<file path="config.mk">
export PLATFORM = sky130hd
export DESIGN_NAME = athg_serial_mul
export DESIGN_NICKNAME = d
export VERILOG_FILES = /design/src/hw/rtl/athg_pkg.sv /design/src/hw/rtl/athg_serial_mul.sv
export SDC_FILE = /design/constraint.sdc
export NUM_CORES = 1
export LEC_CHECK = 0
export ABC_CLOCK_PERIOD_IN_PS = 5450
export BUFFER_PORTS_ARGS = -buffer_cell sky130_fd_sc_hd__buf_2
export CAP_MARGIN = 30
export CELL_PAD_IN_SITES_DETAIL_PLACEMENT = 0
export CELL_PAD_IN_SITES_GLOBAL_PLACEMENT = 1
export CORE_MARGIN = 2
export CORE_UTILIZATION = 43
export DETAILED_ROUTE_END_ITERATION = 8
export PLACE_DENSITY = 0.78
export SLEW_MARGIN = 20
export SYNTH_ARGS = -nofsm -noshare
export SYNTH_HDL_FRONTEND = slang
export SYNTH_SLANG_ARGS = --single-unit
export TNS_END_PERCENT = 5
</file>
<file path="constraint.sdc">
create_clock -name clk -period 5.45 [get_ports clk]
set_input_delay 0.545 -clock clk [delete_from_list [all_inputs] [get_ports clk]]
set_output_delay 0.545 -clock clk [all_outputs]
set_load 0.005 [all_outputs]
</file>
<file path="src/hw/rtl/athg_pkg.sv">
// athg_pkg: shared types, constants and helpers for the audio-to-haptics generator.
// No dependencies.
`timescale 1ns / 1ps
package athg_pkg;

  localparam int SAMPLE_W = 16;
  localparam int ACC_W    = 48;

  localparam logic signed [ACC_W-1:0] ONE_Q30 = 48'sd1073741824;
  localparam logic [31:0] ATTACK_Q30  = 32'd429496730;
  localparam logic [31:0] RELEASE_Q30 = 32'd26843546;
  localparam logic [8:0]  QUIET_PEAK = 9'd256;
  localparam logic [18:0] GAIN_DIV = 19'd409600;

  typedef enum logic [1:0] {
    MODE_OFF      = 2'd0,
    MODE_FALLBACK = 2'd1,
    MODE_MIX      = 2'd2,
    MODE_REPLACE  = 2'd3
  } mode_t;

  typedef enum logic [1:0] {
    REG_AUTO_MODE   = 2'd0,
    REG_HAPTIC_GAIN = 2'd1,
    REG_AUTO_GAIN   = 2'd2,
    REG_LOWPASS_SEL = 2'd3
  } reg_index_t;

  typedef enum logic [3:0] {
    ST_IDLE,
    ST_LP,
    ST_ENV,
    ST_SHAPE,
    ST_GAIN,
    ST_GDIV,
    ST_CLIP,
    ST_MIXCLIP,
    ST_NEXTCH,
    ST_OUT
  } state_t;

  function automatic logic [31:0] lowpass_coef(input logic [1:0] sel);
    logic [31:0] c;
    unique case (sel)
      2'd0: c = 32'd11156178;
      2'd1: c = 32'd22269405;
      2'd2: c = 32'd33232309;
      default: c = 32'd55007794;
    endcase
    return c;
  endfunction

endpackage

</file>
<file path="src/hw/rtl/athg_serial_mul.sv">
// athg_serial_mul: shift-add multiplier, one multiplier bit per cycle, with
// round-half-up shift right by a constant. Depends on athg_pkg.
`timescale 1ns / 1ps
module athg_serial_mul #(
  parameter int AW = 48,
  parameter int BW = 32,
  parameter int SH = 30
) (
  input  logic                 clk,
  input  logic                 rst,
  input  logic                 start,
  input  logic signed [AW-1:0] a,
  input  logic [BW-1:0]        b,
  output logic                 done,
  output logic signed [AW+BW-1:0] product,
  output logic signed [AW+BW-1:0] rounded
);
  import athg_pkg::*;
  localparam int CW = $clog2(BW + 1);
  localparam int PW = AW + BW;

  logic signed [PW-1:0] acc;
  logic signed [PW-1:0] mcand;
  logic [BW-1:0] mplier;
  logic [CW-1:0] count;
  logic busy;

  always_ff @(posedge clk) begin
    if (rst) begin
      busy <= 1'b0;
      done <= 1'b0;
      count <= '0;
    end else begin
      done <= 1'b0;
      if (start) begin
        busy <= 1'b1;
        count <= CW'(BW);
      end else if (busy) begin
        count <= count - 1'b1;
        if (count == CW'(1)) begin
          busy <= 1'b0;
          done <= 1'b1;
        end
      end
    end
  end

  always_ff @(posedge clk) begin
    if (start) begin
      acc <= '0;
      mcand <= PW'(a);
      mplier <= b;
    end else if (busy) begin
      if (mplier[0]) acc <= acc + mcand;
      mcand <= mcand <<< 1;
      mplier <= mplier >> 1;
    end
  end

  assign product = acc;
  assign rounded = (acc + (PW'(1) <<< (SH - 1))) >>> SH;
endmodule

</file>
After elaboration in Yosys (flattened, before gate mapping)
Index checks and enable logic that the tools add are counted.

Register bits after elaboration: 200. Output and inout bits: 161.

Add/subtract/negate cells: 3. Eq/ne operators: 1. Mux-type cells: 10. Bitwise operators: 1. Reductions and logical operators: 4.

Operators with widths (count): $mux W80 (2); $add A80 B31 Y80 const B (1); $add A80 B80 Y80 (1); $mux W32 (2); $mux W6 (2); $eq A6 B1 Y1 const B (1); $sub A6 B1 Y6 const B (1); $mux W1 (4); $reduce_or A3 Y1 (1); $reduce_and A2 Y1 (1); $reduce_bool A2 Y1 (1); $reduce_or A2 Y1 (1); $not A1 Y1 (1).

Longest topological paths before layout
Gate-level depths: netlist of run 1.

Depth after elaboration: 4. Mapped depth: 12. Mapped depth without buffers: 12.

Least setup slack after synthesis of run 1
Ideal clock, no wire load.

Path type: reg-to-output. From: reg acc[32], in the netlist product[32]. To: out rounded[50]. Arrival time: 3667 ps. Setup slack: 1238 ps. Stages on the path, launching flop included: 12. Path buffers: 2. Cells stage by stage: dfxtp_1 nand3_1 nor2_1 and3_1 nand4_1 nor4_1 and4_1 clkbuf_1 nand2_1 nor2_1 xor2_1 buf_4.

Cells in the longest elaborated chain, start to end: 1.

Ends and longest elaborated chain: start, declared (RTL line athg_serial_mul.sv:22) `logic signed [PW-1:0] acc;`; start signal, assigned (RTL line athg_serial_mul.sv:54) `if (mplier[0]) acc <= acc + mcand;`; $add A80 B31 Y80 (RTL line athg_serial_mul.sv:61) `assign rounded = (acc + (PW'(1) <<< (SH - 1))) >>> SH;`; end, declared (RTL line athg_serial_mul.sv:16) `output logic signed [AW+BW-1:0] rounded`.

No other way between the ends.

Worst setup path after layout of run 1
From: reg acc[43], in the netlist product[43]. To: out rounded[44].

The elaborated chain is that of the path after synthesis.

==> out/metrics.cfg, run 1 <==
[run_status]
outcome = finished, final reports clean

[global_routing]
grt_use_total_pct = 22.4
top_usage_layer = met2
grt_pass1_wl_mm = 59.6
antenna_found_initial = 1
gr-usage-met3_pct = 3.65
grt.overflow.total = 0
grt_max_degree = 87
first_global_vias = 11170
grtUsageMet1_pct = 31.3
grt.met2_usage_pct = 35.9

[cts]
cts_tree = yes
cts_setup_buffers = 0
ctsLongestPathBuffers = 2
cts.sinks = 200
ctsHoldBuffers = 0
clock-root-buffer = clkbuf_16
clkTransAtPathRegs_ps = 90
cts-resized-gates = 0
cts_inserted_buffers = 17
clock_latency_ps = 470
htree_levels = 4

[sta]
rsz0062_at_grt = false
fmax_ghz = 0.238
fin_tns_setup_ps = 0
skew_ps = 16.8
tightest_slew_ps = 882
fin_crit_sh_pct = 77.1
hold_violations = 0
setup_viol = 0
relSlewSlack_pct = 41.2
worst_slack_ps = 1250
final.min_clock_period_ps = 4200
slew_viol_final = 0

[logic_synthesis]
synth_ff_type = edfxtp_1
synth_edf_count = 112
seq_area_frac_synth_pct = 37.5
postSynthCellCount = 1552
syn-num-nets = 1718
syn_area_um2 = 13700
synth_cell_types = 73
syn_avg_cell_area_um2 = 8.81
async_reset_ff_share_pct = 0
synth_warnings = 0
ys_seq_elements = 200

[worst_setup_path]
slowest_stage = nor3_1
worstPathCellList = nand4_1 > nor2_1 > and3_1 > nand3_1 > nor3_1 > nand2_1 > nor2_1 > nand4_1 > nor2_1 > xnor2_1 > buf_2
endpoint_kind = primary output
r2r-end = product[66]
crit_path_start_kind = flip-flop
reg2reg_from = product[31]
rrSetupSlack_ps = 1690
path_buf_inv = 1
crit_path_max_fanout = 8
required_ps = 4910
critPathMostFrequentCell = nor2_1
worst_path_largest_cell_delay_ps = 610
rr_worst_depth = 11
crit_family = simple AND/OR/NAND/NOR gates
path_class = flip-flop to primary output
arrival_ps = 3660

[finish]
final_layout_size_suffix_gt1_share_pct = 22.2
final_util_pct = 49.4
areaGrowthSynthToFinish_pct = 13.8
n_fill_cell = 3035
final_nets = 1873
antenna_cells = 0

[die]
ios = 244
dieWidth_um = 182
die-area_um2 = 33200
placementRows = 65
core_um2 = 31500
fp.dieH_um = 182
initial_core_util_pct = 43.4

[min_path]
hp-class = input pin to flip-flop
whs_path_depth = 2
hold_path_end = busy
hp-start = rst

[place]
place_ws_ps = 1550
gp_congestion = 0.896
port_buffers = 243
dp_hpwl_mm = 27.9

[routing]
drcViolationCount = 0
via_per_inst = 5.55
num_vias = 11781
wl_mm = 37.3
initialDrtViolationCount = 868
ant_nets = 0
drt_first_pass_iters = 5
wire_per_inst_um = 17.6

[power_and_ir_drop]
leakage_nw = 6.76
ir_worst_vdd_uv = 268
power_density_nw_per_um2 = 285

[job]
maxCapViolations = 0

worst reg2reg max path: stages, from the launching register on:
cell       delay (ps)
dfxtp_1           410
ha_1              510
nand4_1           310
nor4_1            490
nand2_1           110
o211ai_1          220
nor2_1            190
a2111oi_2         440
o21ai_1           280
o31a_1            370
xnor2_1           120
a22o_1            190
sequential cells by signal, summed over array words and instances (netlist names):
register	cells
mcand	80
count	6
product	80
busy	1
mplier	32
done	1
how the worst max path moves through the flow:
stage | startpoint | end | slack [ps] | cells past startpoint
after detailed placement | product[43] | rounded[40] | 1550 | 11
final | product[43] | rounded[44] | 1250 | 11
after CTS | product[43] | rounded[40] | 1060 | 11
after global placement | product[43] | rounded[38] | 1610 | 11
after global routing | product[43] | rounded[46] | 790 | 11
after floorplan | product[32] | rounded[50] | 1240 | 11
layout by cell type (no fill, tap or decap), drive strengths merged, types with 45 or more instances in the layout:
cell type	Yosys	final
o21ai	138	138
ha	82	82
edfxtp	112	112
mux2	77	77
dfxtp	88	88
buf	48	253
inv	63	71
nand2	196	196
xnor2	82	82
nor2	98	98
a21oi	134	134
xor2	45	45
layout make-up:
cell class	count	area [µm²]	share of cell area, %
clock buffers	17	425	2.74
clock inverters	15	215	1.38
inverters	63	236	1.52
multi-input cells	1172	7740	49.8
flip-flops and latches	200	5120	32.9
well taps	402	503	3.23
repair buffers	253	1310	8.39
per-layer routing:
layer / vias to the layer above / share of wire, %
met5: - / 0.029
met1: 5573 / 48
met2: 285 / 46
li1: 5883 / -
met4: 2 / 1.7
met3: 38 / 4.7
stage by stage:
stage	instances	area, µm²	total power [mW]	hold WS [ps]
floorplan	1552	13700	2.74	462
finish	2122	15600	4.43	246
global placement	2089	14900	3.07	454
detailed placement	2090	14900	3.08	463
global route	2122	15600	4.68	237
CTS	2122	15600	4.46	225
logic make-up (layout without fill, tap and decap cells):
logic type / after synthesis / after routing / synth area share, %
simple gates: 465 / 465 / 15.5
fa+ha+maj: 83 / 83 / 7.65
compound gates: 420 / 420 / 18.9
mux: 77 / 77 / 6.34
xor+xnor: 127 / 127 / 8.14
buf+inv: 180 / 348 / 5.92
flops: 200 / 200 / 37.5
power by group:
group | internal [mW] | leakage [nW] | switching (mW) | total [mW]
sequential | 1.76 | 1.85 | 0.126 | 1.88
clock | 0.678 | 0.310 | 0.703 | 1.38
combinational | 0.480 | 4.60 | 0.688 | 1.17
total | 2.92 | 6.76 | 1.52 | 4.43
Yosys cell counts, drive strengths merged, types with 3 or more instances:
cell type | n | area (µm²)
a211oi | 17 | 128
a21boi | 4 | 30.0
a21o | 43 | 323
a21oi | 134 | 674
a221oi | 3 | 26.3
a22o | 4 | 35.0
a22oi | 3 | 22.5
a31oi | 9 | 71.3
and2 | 5 | 31.3
and3 | 12 | 75.1
and4 | 5 | 43.8
buf | 48 | 314
clkbuf | 69 | 259
dfxtp | 88 | 1760
edfxtp | 112 | 3360
ha | 82 | 1030
inv | 63 | 236
mux2 | 77 | 867
nand2 | 196 | 738
nand2b | 5 | 31.3
nand3 | 43 | 215
nand4 | 44 | 275
nor2 | 98 | 368
nor2b | 6 | 37.5
nor3 | 22 | 110
nor4 | 9 | 56.3
o211ai | 11 | 101
o21a | 6 | 45.0
o21ai | 138 | 698
o21bai | 11 | 82.6
o31ai | 8 | 60.1
o41ai | 4 | 42.6
or3 | 10 | 62.6
or4 | 4 | 33.8
xnor2 | 82 | 718
xor2 | 45 | 394
No activity file was read; power rests on OpenSTA's default activity.
==> inputs of run 2 (changes only) <==
- ABC_CLOCK_PERIOD_IN_PS: 5450 -> 4300
- clock period: 5.45 -> 4.3 ns (I/O delays scaled with it)
==> run 2 against run 1 <==
  * Global-route usage grew 0.12 points
  * Cell area increased by 0.59%
  * Sequential share of layout area shrank 0.19 points
  * Sequential power up 27%
  * Clock-buffer cell count rose by 1
  * Sequential cell count is the same
  * Die area did not move
  * Cell count rose by 0.28%
==> out/metrics.cfg, run 2 (synthesis gave the netlist of run 1 again) <==
[run_status]
outcome = finished, final reports clean

[cts]
clock_latency_ps = 470
ctsLongestPathBuffers = 2
ctsHoldBuffers = 0
clock-root-buffer = clkbuf_16
cts-resized-gates = 0
cts.sinks = 200
cts_tree = yes
htree_levels = 4
cts_setup_buffers = 0
cts_inserted_buffers = 17
clkTransAtPathRegs_ps = 90

[worst_setup_path]
worst-path-stages = 12
endpoint = rounded[57]
crit_path_max_fanout = 31
path_class = flip-flop to primary output
worst_path_largest_cell_delay_ps = 470
endpoint_kind = primary output
arrival_ps = 3550
required_ps = 3870
path_buf_inv = 3
crit_path_start_kind = flip-flop
rr_worst_depth = 12
worstPathCellList = nand3_1 > nor2_1 > and3_1 > nand4_1 > nor4_1 > buf_4 > and4_1 > nand2_1 > nor2_1 > xor2_1 > buf_4 > buf_2
reg2reg_from = mcand[0]
rrSetupSlack_ps = 520
critPathLaunch = product[32]
slowest_stage = dfxtp_1
crit_family = simple AND/OR/NAND/NOR gates
r2r-end = product[72]

[routing]
wire_per_inst_um = 17.7
drt_first_pass_iters = 5
num_vias = 11846
drcViolationCount = 0
via_per_inst = 5.57
initialDrtViolationCount = 834
wl_mm = 37.7
ant_nets = 0

[sta]
setup_viol = 0
rsz0062_at_grt = false
slew_viol_final = 0
fin_crit_sh_pct = 92.6
final.min_clock_period_ps = 3980
fin_tns_setup_ps = 0
skew_ps = 17.5
tightest_slew_ps = 889
relSlewSlack_pct = 40.5
hold_violations = 0
fmax_ghz = 0.251

[die]
placementRows = 65
dieWidth_um = 182
ios = 244
fp.dieH_um = 182
core_um2 = 31500
initial_core_util_pct = 43.4
die-area_um2 = 33200

[finish]
final_common_cell = buf_2
areaGrowthSynthToFinish_pct = 14.4
final_layout_size_suffix_gt1_share_pct = 22.4
final_nets = 1878
final_cell_mix = buf_2 (242), nand2_1 (195), a21oi_1 (133), edfxtp_1 (112), o21ai_0 (99)

[power_and_ir_drop]
leakage_nw = 6.81
power_density_nw_per_um2 = 360
ir_worst_vdd_uv = 283
p_total_mw = 5.64

[place]
dp_hpwl_mm = 28.3
gp_congestion = 0.863
port_buffers = 243

[global_routing]
grt.overflow.total = 0
grt_use_total_pct = 22.6
first_global_vias = 11387
antenna_found_initial = 1
grt_max_degree = 86
grt_pass1_wl_mm = 60.2

[min_path]
hp-class = input pin to flip-flop

[job]
maxCapViolations = 0

-- run 2: cell count changes in the layout (fill, tap and decap cells not counted), sizes merged --
cell,delta
diode,+1
clkinv,+1
clkbuf,+1
buf,+5
inv,-2
-- run 2: final cells by class --
type / instances / area, µm²
antenna: 1 / 2.50
clock buffer: 18 / 450
clock inverter: 14 / 199
fill: 3049 / 15800
inverter: 63 / 236
multi-input combinational: 1172 / 7750
sequential: 200 / 5120
tap: 402 / 503
timing repair buffer: 258 / 1380
-- run 2: how the worst min path moves through the flow --
stage | startpoint | to | slack, ps | depth (start not counted)
after CTS | rst | busy | 120 | 2
after global placement | product[13] | product[13] | 460 | 2
final | rst | count[5] | 150 | 2
after global routing | rst | count[5] | 130 | 2
after detailed placement | product[0] | product[0] | 460 | 2
after floorplan | count[0] | count[0] | 460 | 2
-- run 2: metal layers --
metal / global-route usage [%] / vias to the layer above / routed length, µm
met3: 3.61 / 46 / 1830
met1: 31.0 / 5609 / 17900
met5: 0 / - / 0
met2: 36.6 / 295 / 17200
met4: 6.74 / 0 / 791
li1: - / 5896 / -
-- run 2: metrics by stage --
step                utilization, %  hold slack [ps]  cell area, µm²  instances  setup WS [ps]
floorplan                        -              462           13700       1552            203
global placement              47.5              459           15000       2094            674
detailed placement            47.6              463           15000       2095            630
CTS                           49.7              118           15600       2127            132
global route                  49.7              135           15600       2128           68.6
finish                        49.7              150           15600       2128            319
-- run 2: report_power, final --
part	internal [mW]	switching (mW)	total (mW)
combinational	0.616	0.883	1.50
sequential	2.23	0.158	2.39
clock	0.884	0.872	1.76
total	3.73	1.91	5.64
