### src/hw/rtl/athg_pkg.sv
// athg_pkg: shared types, constants and helpers for the audio-to-haptics generator.
// No dependencies.
`timescale 1ns / 1ps
package athg_pkg;

  localparam int SAMPLE_W = 16;
  localparam int ACC_W    = 48;

  localparam logic signed [ACC_W-1:0] ONE_Q30 = 48'sd1073741824;
  localparam logic [31:0] ATTACK_Q30  = 32'd429496730;
  localparam logic [31:0] RELEASE_Q30 = 32'd26843546;
  localparam logic [8:0]  QUIET_PEAK = 9'd256;
  localparam logic [18:0] GAIN_DIV = 19'd409600;

  typedef enum logic [1:0] {
    MODE_OFF      = 2'd0,
    MODE_FALLBACK = 2'd1,
    MODE_MIX      = 2'd2,
    MODE_REPLACE  = 2'd3
  } mode_t;

  typedef enum logic [1:0] {
    REG_AUTO_MODE   = 2'd0,
    REG_HAPTIC_GAIN = 2'd1,
    REG_AUTO_GAIN   = 2'd2,
    REG_LOWPASS_SEL = 2'd3
  } reg_index_t;

  typedef enum logic [3:0] {
    ST_IDLE,
    ST_LP,
    ST_ENV,
    ST_SHAPE,
    ST_GAIN,
    ST_GDIV,
    ST_CLIP,
    ST_MIXCLIP,
    ST_NEXTCH,
    ST_OUT
  } state_t;

  function automatic logic [31:0] lowpass_coef(input logic [1:0] sel);
    logic [31:0] c;
    unique case (sel)
      2'd0: c = 32'd11156178;
      2'd1: c = 32'd22269405;
      2'd2: c = 32'd33232309;
      default: c = 32'd55007794;
    endcase
    return c;
  endfunction

endpackage

### src/hw/rtl/athg_serial_div.sv
// athg_serial_div: restoring unsigned divider, one quotient bit per cycle.
// Depends on athg_pkg.
`timescale 1ns / 1ps
module athg_serial_div #(
  parameter int W = 64
) (
  input  logic         clk,
  input  logic         rst,
  input  logic         start,
  input  logic [W-1:0] num,
  input  logic [W-1:0] den,
  output logic         done,
  output logic [W-1:0] quot
);
  import athg_pkg::*;
  localparam int CW = $clog2(W + 1);

  logic [W-1:0] rem;
  logic [W-1:0] q;
  logic [W-1:0] d;
  logic [CW-1:0] count;
  logic busy;
  logic [W:0] trial;

  assign trial = {rem, q[W-1]} - {1'b0, d};

  always_ff @(posedge clk) begin
    if (rst) begin
      busy <= 1'b0;
      done <= 1'b0;
      count <= '0;
    end else begin
      done <= 1'b0;
      if (start) begin
        busy <= 1'b1;
        count <= CW'(W);
      end else if (busy) begin
        count <= count - 1'b1;
        if (count == CW'(1)) begin
          busy <= 1'b0;
          done <= 1'b1;
        end
      end
    end
  end

  always_ff @(posedge clk) begin
    if (start) begin
      rem <= '0;
      q <= num;
      d <= den;
    end else if (busy) begin
      if (!trial[W]) begin
        rem <= trial[W-1:0];
        q <= {q[W-2:0], 1'b1};
      end else begin
        rem <= {rem[W-2:0], q[W-1]};
        q <= {q[W-2:0], 1'b0};
      end
    end
  end

  assign quot = q;
endmodule

### config.mk
export PLATFORM = sky130hd
export DESIGN_NAME = athg_serial_div
export DESIGN_NICKNAME = d
export VERILOG_FILES = /design/src/hw/rtl/athg_pkg.sv /design/src/hw/rtl/athg_serial_div.sv
export SDC_FILE = /design/constraint.sdc
export NUM_CORES = 1
export LEC_CHECK = 0
export ABC_AREA = 1
export ABC_CLOCK_PERIOD_IN_PS = 3800
export BUFFER_PORTS_ARGS = -buffer_cell sky130_fd_sc_hd__buf_2
export CORE_MARGIN = 2
export CORE_UTILIZATION = 48
export DETAILED_ROUTE_END_ITERATION = 8
export GPL_TIMING_DRIVEN = 0
export PLACE_DENSITY = 0.65
export SLEW_MARGIN = 20
export SYNTH_ARGS = -nofsm -noshare
export SYNTH_HDL_FRONTEND = slang
export SYNTH_SLANG_ARGS = --single-unit
### constraint.sdc
create_clock -name clk -period 3.8 [get_ports clk]
set_clock_uncertainty 0.1 [all_clocks]
set_input_delay 0.19 -clock clk [delete_from_list [all_inputs] [get_ports clk]]
set_output_delay 0.19 -clock clk [all_outputs]
set_load 0.01 [all_outputs]
### Word level (Yosys, flattened, before mapping)

Cells that the tools add are included.

| word-level totals | value |
|---|---|
| register bits after elaboration | 201 |
| input port bits | 131 |

| operators by class | value |
|---|---|
| add/sub/neg operators | 2 |
| reduce and logical (&&, ||, !) cells | 3 |
| bitwise logic cells | 1 |
| eq/ne operators | 1 |
| mux-type cells | 10 |

Operators by type and width:

| operator | number |
|---|---|
| 2-to-1 mux 64 bit | 3 |
| subtractor 65 x 64 -> 65 bit | 1 |
| 2-to-1 mux 7 bit | 2 |
| == test 7 x 1 -> 1 bit, second input constant | 1 |
| subtractor 7 x 1 -> 7 bit, second input constant | 1 |
| 2-to-1 mux 1 bit | 5 |
| OR reduction 3 bit | 1 |
| nonzero test 2 bit | 1 |
| OR reduction 2 bit | 1 |
| NOT 1 bit | 1 |

### Logic depth before layout (Yosys ltp)

Gate-level depths: netlist of run 1.

| logic depth | value |
|---|---|
| depth in word-level cells | 4 |
| mapped depth | 21 |
| depth with buffers taken out | 19 |

### Least setup slack after synthesis of run 1

Ideal clock, no wire load.

| timing path | value |
|---|---|
| path kind | input-to-reg |
| start point | input port start |
| end point | register q[0] (netlist: quot[0]) (enable) |
| path buffers | 3 |
| arrival time | 2.126 ns |
| stages | 5 |
| setup slack | 1.156 ns |
| path through | clkbuf_1 > nor2_1 > clkbuf_1 > clkbuf_1 > inv_1 |

| on the way | value |
|---|---|
| cells in the longest elaborated chain, start to end | 1 |

Ends and longest elaborated chain:

| element | line | RTL |
|---|---|---|
| start, declared | athg_serial_div.sv:9 | `input logic start,` |
| nonzero test 2 bit (no line) | -- |  |
| end signal, assigned | athg_serial_div.sv:50 | `q <= num;` |
| end signal, assigned | athg_serial_div.sv:55 | `q <= {q[W-2:0], 1'b1};` |
| end signal, assigned | athg_serial_div.sv:58 | `q <= {q[W-2:0], 1'b0};` |
| end, declared | athg_serial_div.sv:19 | `logic [W-1:0] q;` |

Every way passes these cells.
A chain may end at the register's enable or synchronous reset.

### Worst setup path after layout of run 1

| timing path | value |
|---|---|
| start point | register q[63] (netlist: quot[63]) |
| end point | register rem[56] |

| on the way | value |
|---|---|
| cells in the longest elaborated chain, start to end | 2 |

Ends and longest elaborated chain:

| element | line | RTL |
|---|---|---|
| subtractor 65 x 64 -> 65 bit | athg_serial_div.sv:25 | `assign trial = {rem, q[W-1]} - {1'b0, d};` |
| 2-to-1 mux 64 bit | athg_serial_div.sv:53 | `if (!trial[W]) begin` |
| end signal, assigned | athg_serial_div.sv:54 | `rem <= trial[W-1:0];` |
| end signal, assigned | athg_serial_div.sv:57 | `rem <= {rem[W-2:0], q[W-1]};` |
| end, declared | athg_serial_div.sv:18 | `logic [W-1:0] rem;` |

Every way passes these cells.

==> summary.txt, run 1 <==
Fin. Hold Viols = 0
layout cells sized above 1 = 11.6%
Design Area, Final = 18,100 µm²
GRT met1 Usage = 37.7%
fin crit period = 3.27 ns
Slew HR = 41.1%
n_diodes = 0
global-route wire length before repair = 72,000 µm
Required @ worst endpoint = 4.11 ns
# DRC = 0
clk buf depth = 3
syn_area_per_cell = 6.37 µm²
nets = 2,840
Clock Latency Late Sink = 0.53 ns
RSZ-0062 raised after global routing = false
initial antenna violation count = 0
cells taking the most area after synthesis = nand2_1 (27%), edfxtp_1 (26%), inv_1 (13%)
switching pwr = 1.45 mW
xor/xnor share of the synthesized area = 1.98%
Worst EP arrival = 3.58 ns
final WL = 45,400 µm
number of routed nets with antenna violations = 0
WL/cell = 14.9 µm
H-tree Lvls = 1
Syn. warnings = 0
GRT overflow = 0
clock sink count = 201
Max Slew Vio Count = 0
full die area = 31,800 µm²
CP Capture Type = flop
Die Y-Extent = 178 µm
initial drt markers = 1,011
WS Path Type = reg -> reg
IO Pins = 196
GR Util met3 = 4.22%
Initial Utilization = 49.0%
Synth Area in Compound Gates = 2.68%
Final Util = 60.8%
syn nets = 2,489
slew of the pin with the lowest slew margin = 0.883 ns
Post-DP Area = 16,100 µm²
Placed Cells = 2,878
CP max FO = 10
Setup Slack @ Placement = 0.564 ns
Non-Filler Instances = 3,049
sequential-to-total area share from yosys stat = 36.3%
sequential share of power = 46.3%
Distinct cells, synth = 38
worst vdd ir = 0.000332 V
Site Rows = 63
synth-to-layout area growth = 24.1%
Total GRT Usage = 28.9%
Gate power share = 15.1%
cts bufs inserted = 23
Worst setup SP type = flop
crit share post-route = 86.0%
Vias/cell = 4.77
PwrDens = 305 nW/µm²
vias = 14.5k
simple-gate portion of the synthesized area = 38.7%
P_int = 4.07 mW
worst min-delay path class = in -> reg
met2 Use GR = 50.0%
Yosys top cell area share = 27.1%
largest net degree at the start of global routing = 40
Layout fillers = 2,849
Cell Area, Synth = 14,600 µm²
fmax = 306 MHz
drt pass-1 iters = 5
PnR worst setup slack = 0.533 ns
FF+latch count, synth = 201
Die Wd = 178 µm
post-synth top area cell = nand2_1
final setup vio count = 0
Final HPWL DP = 35,500 µm
outcome = finished clean
TritonCTS clock tree = yes
vias in the first global route = 14.0k
Leak = 10.2 nW
area of the core = 29,800 µm²
clock root cell = clkbuf_16
adder-cell share of the synthesized area = 5.79%
Worst-path clk slew = 0.06 ns
Setup Fix Bufs, Post-CTS = 0
gpl congestion = 1.01
largest family of logic cells by synthesized area = simple AND/OR/NAND/NOR gates
mux contribution to synthesized area = 0%
Syn Inst Count = 2,291
Top Usage Layer GRT = met2
part of the power in the clock network = 38.6%
maxcap violations = 0
Net Sw Frac = 26.3%
IO buf count = 195
[worst max-delay path, cell delays in order, from the launching register on]
cell and delay, ns:
edfxtp_1 0.41, inv_1 0.08, ha_1 0.23, fa_1 0.41, inv_1 0.13, nand2_1 0.06, nand2_1 0.08, nand3_1 0.09
nand2_2 0.15, nand2_1 0.08, nand2_2 0.11, nand2_2 0.06, nand2_2 0.13, nand2_2 0.11, nand2_2 0.10, nand2_4 0.09
nand2_2 0.14, buf_6 0.20, buf_6 0.17, nand2_1 0.10, nand3_2 0.06, nand2_1 0.05
[Yosys cell counts]
cell,instances
a211oi_1,1
a21oi_1,55
a21oi_2,2
and2_1,3
and3_1,2
buf_1,1
buf_12,1
buf_2,4
buf_6,8
buf_8,1
clkbuf_1,26
clkinv_1,1
dfxtp_1,73
edfxtp_1,128
fa_1,1
ha_1,66
inv_1,489
inv_2,10
nand2_1,1054
nand2_2,18
nand2_4,11
nand3_1,123
nand3_2,11
nand3b_1,3
nand4_1,11
nor2_1,106
nor2_2,6
nor2_4,4
nor3_1,19
nor4_1,1
nor4_2,1
o21ai_0,14
o21ai_1,1
o21bai_1,1
o41ai_1,1
or2_2,1
xnor2_1,24
xor2_1,9
[layer usage]
layer  routed length (µm)  vias to the layer above
li1                     -                     7554
met1                20400                     6473
met2                21000                      442
met3                 2820                       60
met4                 1130                        0
met5                    0                        -
[state kept, by name (all words and copies together), names as in the netlist]
signal and cells:
quot 64, done 1, rem 64, busy 1
d 64, count 7
[placed cells by master, fill, tap and decap left out, drive strengths merged, types with 19 or more instances in the layout]
cell type and n:
inv 501, nor3 19, clkbuf 58, edfxtp 128, nand3 134, nor2 116
dlygate4sd3 129, nand2 1083, xnor2 24, a21oi 57, ha 66, dfxtp 73
buf 212
[layout make-up]
| cell class | instances | area [µm²] | area share (%) |
|---|---|---|---|
| repair buffers | 326 | 2310 | 12.7 |
| plain buffers | 41 | 246 | 1.36 |
| clock buffers | 32 | 641 | 3.54 |
| inverters | 500 | 1880 | 10.4 |
| flip-flops and latches | 201 | 5310 | 29.3 |
| well taps | 390 | 488 | 2.69 |
| clock inverters | 10 | 78.8 | 0.435 |
| multi-input cells | 1549 | 7170 | 39.6 |
[final timing paths]
| path | from | to | slack, ns | cells past startpoint |
|---|---|---|---|---|
| worst min register to register | rem[15] | rem[15] | 0.37 | 2 |
| worst max-delay path | quot[63] | rem[56] | 0.53 | 21 |
| worst min-delay path | start | d[6] | 0.03 | 1 |
| worst max register to register | quot[63] | rem[56] | 0.53 | 21 |
[through the flow]
| step | TNS [ns] | power, mW | hold WS [ns] |
|---|---|---|---|
| finish | 0 | 5.52 | 0.0269 |
| detailed placement | 0 | 3.31 | 0.268 |
| floorplan | 0 | 3.01 | 0.159 |
| global placement | -77.26 | 3.30 | 0.266 |
| global route | 0 | 5.76 | 0.0359 |
| CTS | 0 | 5.56 | 0.0219 |
[what timing repair did]
action / 4_1_cts / 5_1_grt
gates resized for setup: 0 / 0
hold endpoints to repair: 130 / 0
hold buffers: 129 / 0
setup endpoints to repair: 0 / 0
[kinds of logic after synthesis]
logic type / Yosys count
flops: 201
compound gates: 75
simple gates: 1374
fa+ha+maj: 67
xor+xnor: 33
buf+inv: 541
[power by group through the flow]
stage,clock (mW),combinational (mW),sequential (mW)
3_5_place_dp,0,0.719,2.59
6_report,2.13,0.833,2.55
4_1_cts,2.19,0.822,2.55
2_1_floorplan,0,0.392,2.62
5_1_grt,2.27,0.926,2.57
3_3_place_gp,0,0.702,2.60
(Power assumes the default switching activity.)
==> run 2: changes to the inputs <==
- ABC_CLOCK_PERIOD_IN_PS: 3800 -> 3300
- GPL_ROUTABILITY_DRIVEN: unset -> 0
- clock period: 3.8 -> 3.3 ns (I/O delays scaled with it)
==> summary.txt, run 2 (synthesized netlist as in run 1, its figures left out) <==
IO Pins = 196
final setup vio count = 0
Fin. Hold Viols = 0
vias in the first global route = 14.2k
most frequent cells in the layout = nand2_1 (1,054), inv_1 (488), buf_2 (198)
initial drt markers = 1,041
PwrDens = 359 nW/µm²
outcome = finished clean
Design Area, Final = 18,200 µm²
GRT met1 Usage = 35.7%
cts bufs inserted = 23
largest net degree at the start of global routing = 39
most common cell after layout, fill and taps aside = nand2_1
maxcap violations = 0
Total GRT Usage = 28.0%
Slew HR = 45.3%
Worst-path clk slew = 0.06 ns
met2 Use GR = 46.9%
drt pass-1 iters = 7
layout cells sized above 1 = 12.0%
global-route wire length before repair = 70,500 µm
minimum hold slack = 0.224 ns
initial antenna violation count = 0
crit share post-route = 94.3%
total design power = 6.54 mW
CP Capture Type = flop
IO buf count = 195
worst vdd ir = 0.000329 V
vias = 14.6k
H-tree Lvls = 1
Die Wd = 178 µm
Top Usage Layer GRT = met2
number of routed nets with antenna violations = 0
Final HPWL DP = 33,600 µm
clk buf depth = 3
full die area = 31,800 µm²
WS Path Type = reg -> reg
Max Slew Vio Count = 0
Post-DP Area = 16,100 µm²
CP max FO = 10
n_diodes = 0
area of the core = 29,800 µm²
setup_tns = 0 ns
final WL = 43,900 µm
Required @ worst endpoint = 3.48 ns
Vias/cell = 4.80
WL/cell = 14.4 µm
Site Rows = 63
# DRC = 0
synth-to-layout area growth = 24.7%
Worst setup SP type = flop
Non-Filler Instances = 3,050
Leak = 10.2 nW
nets = 2,841
clock root cell = clkbuf_16
GR Util met3 = 4.33%
fmax = 321 MHz
Worst EP arrival = 3.29 ns
GRT overflow = 0
Clock Latency Late Sink = 0.54 ns
clock sink count = 201
Placed Cells = 2,878
fin crit period = 3.11 ns
RSZ-0062 raised after global routing = false
Die Y-Extent = 178 µm
Initial Utilization = 49.0%
worst min-delay path class = in -> reg
slew of the pin with the lowest slew margin = 0.819 ns
TritonCTS clock tree = yes
==> run 2: worst max-delay path, stage by stage (launching register included) <==
cell and delay [ns]:
edfxtp_1 0.34, inv_1 0.05, ha_1 0.22, fa_1 0.41, inv_1 0.12, nand2_1 0.07
nand2_1 0.08, nand3_1 0.08, nand2_2 0.15, nand2_1 0.08, nand2_2 0.13, nand2_2 0.06
nand2_2 0.12, nand2_2 0.10, nand2_2 0.10, nand2_1 0.07, nand2_2 0.07, buf_6 0.20
buf_6 0.21, o21ai_1 0.07
==> run 2: worst paths after layout <==
check             startpoint        to  slack, ns  cells past startpoint
setup / recovery    quot[63]   quot[0]       0.19                     19
setup reg to reg    quot[63]   quot[0]       0.19                     19
hold / removal        den[3]      d[3]       0.22                      2
hold reg to reg     count[6]  count[6]       0.36                      2
==> run 2: area by class of cell <==
type,instances,area (µm²)
clock buffer,29,671
tap,390,488
buffer,41,251
fill,2849,11600
multi-input combinational,1549,7180
inverter,500,1880
sequential,201,5310
clock inverter,13,115
timing repair buffer,327,2320
==> run 2: through the flow <==
step,utilization (%),setup WS (ns)
6_report,61.1,0.188
5_1_grt,61.1,0.00930
4_1_cts,61.1,0.117
3_5_place_dp,54.1,0.114
3_3_place_gp,53.9,-1.66
2_1_floorplan,-,0.669
==> run 2: what timing repair did <==
action                                 CTS  global route
hold buffers                           130             0
endpoints found under the hold margin  135             0
setup buffers                            0             0
gates resized for setup                  0             4
setup endpoints to repair                0            60
==> run 2: power breakdown <==
group          leakage, nW  switching [mW]  internal, mW  total [mW]
Clock                0.396            1.11          1.53        2.64
Combinational         7.96           0.571         0.392       0.964
Sequential            1.87          0.0776          2.86        2.94
==> run 2: metal layers <==
layer,part of all wire (%),wire length (µm),vias up
met1,43,18900,6466
met2,45,19700,509
met4,4.9,2160,0
met3,7.2,3160,117
li1,-,-,7554
met5,0,0,-
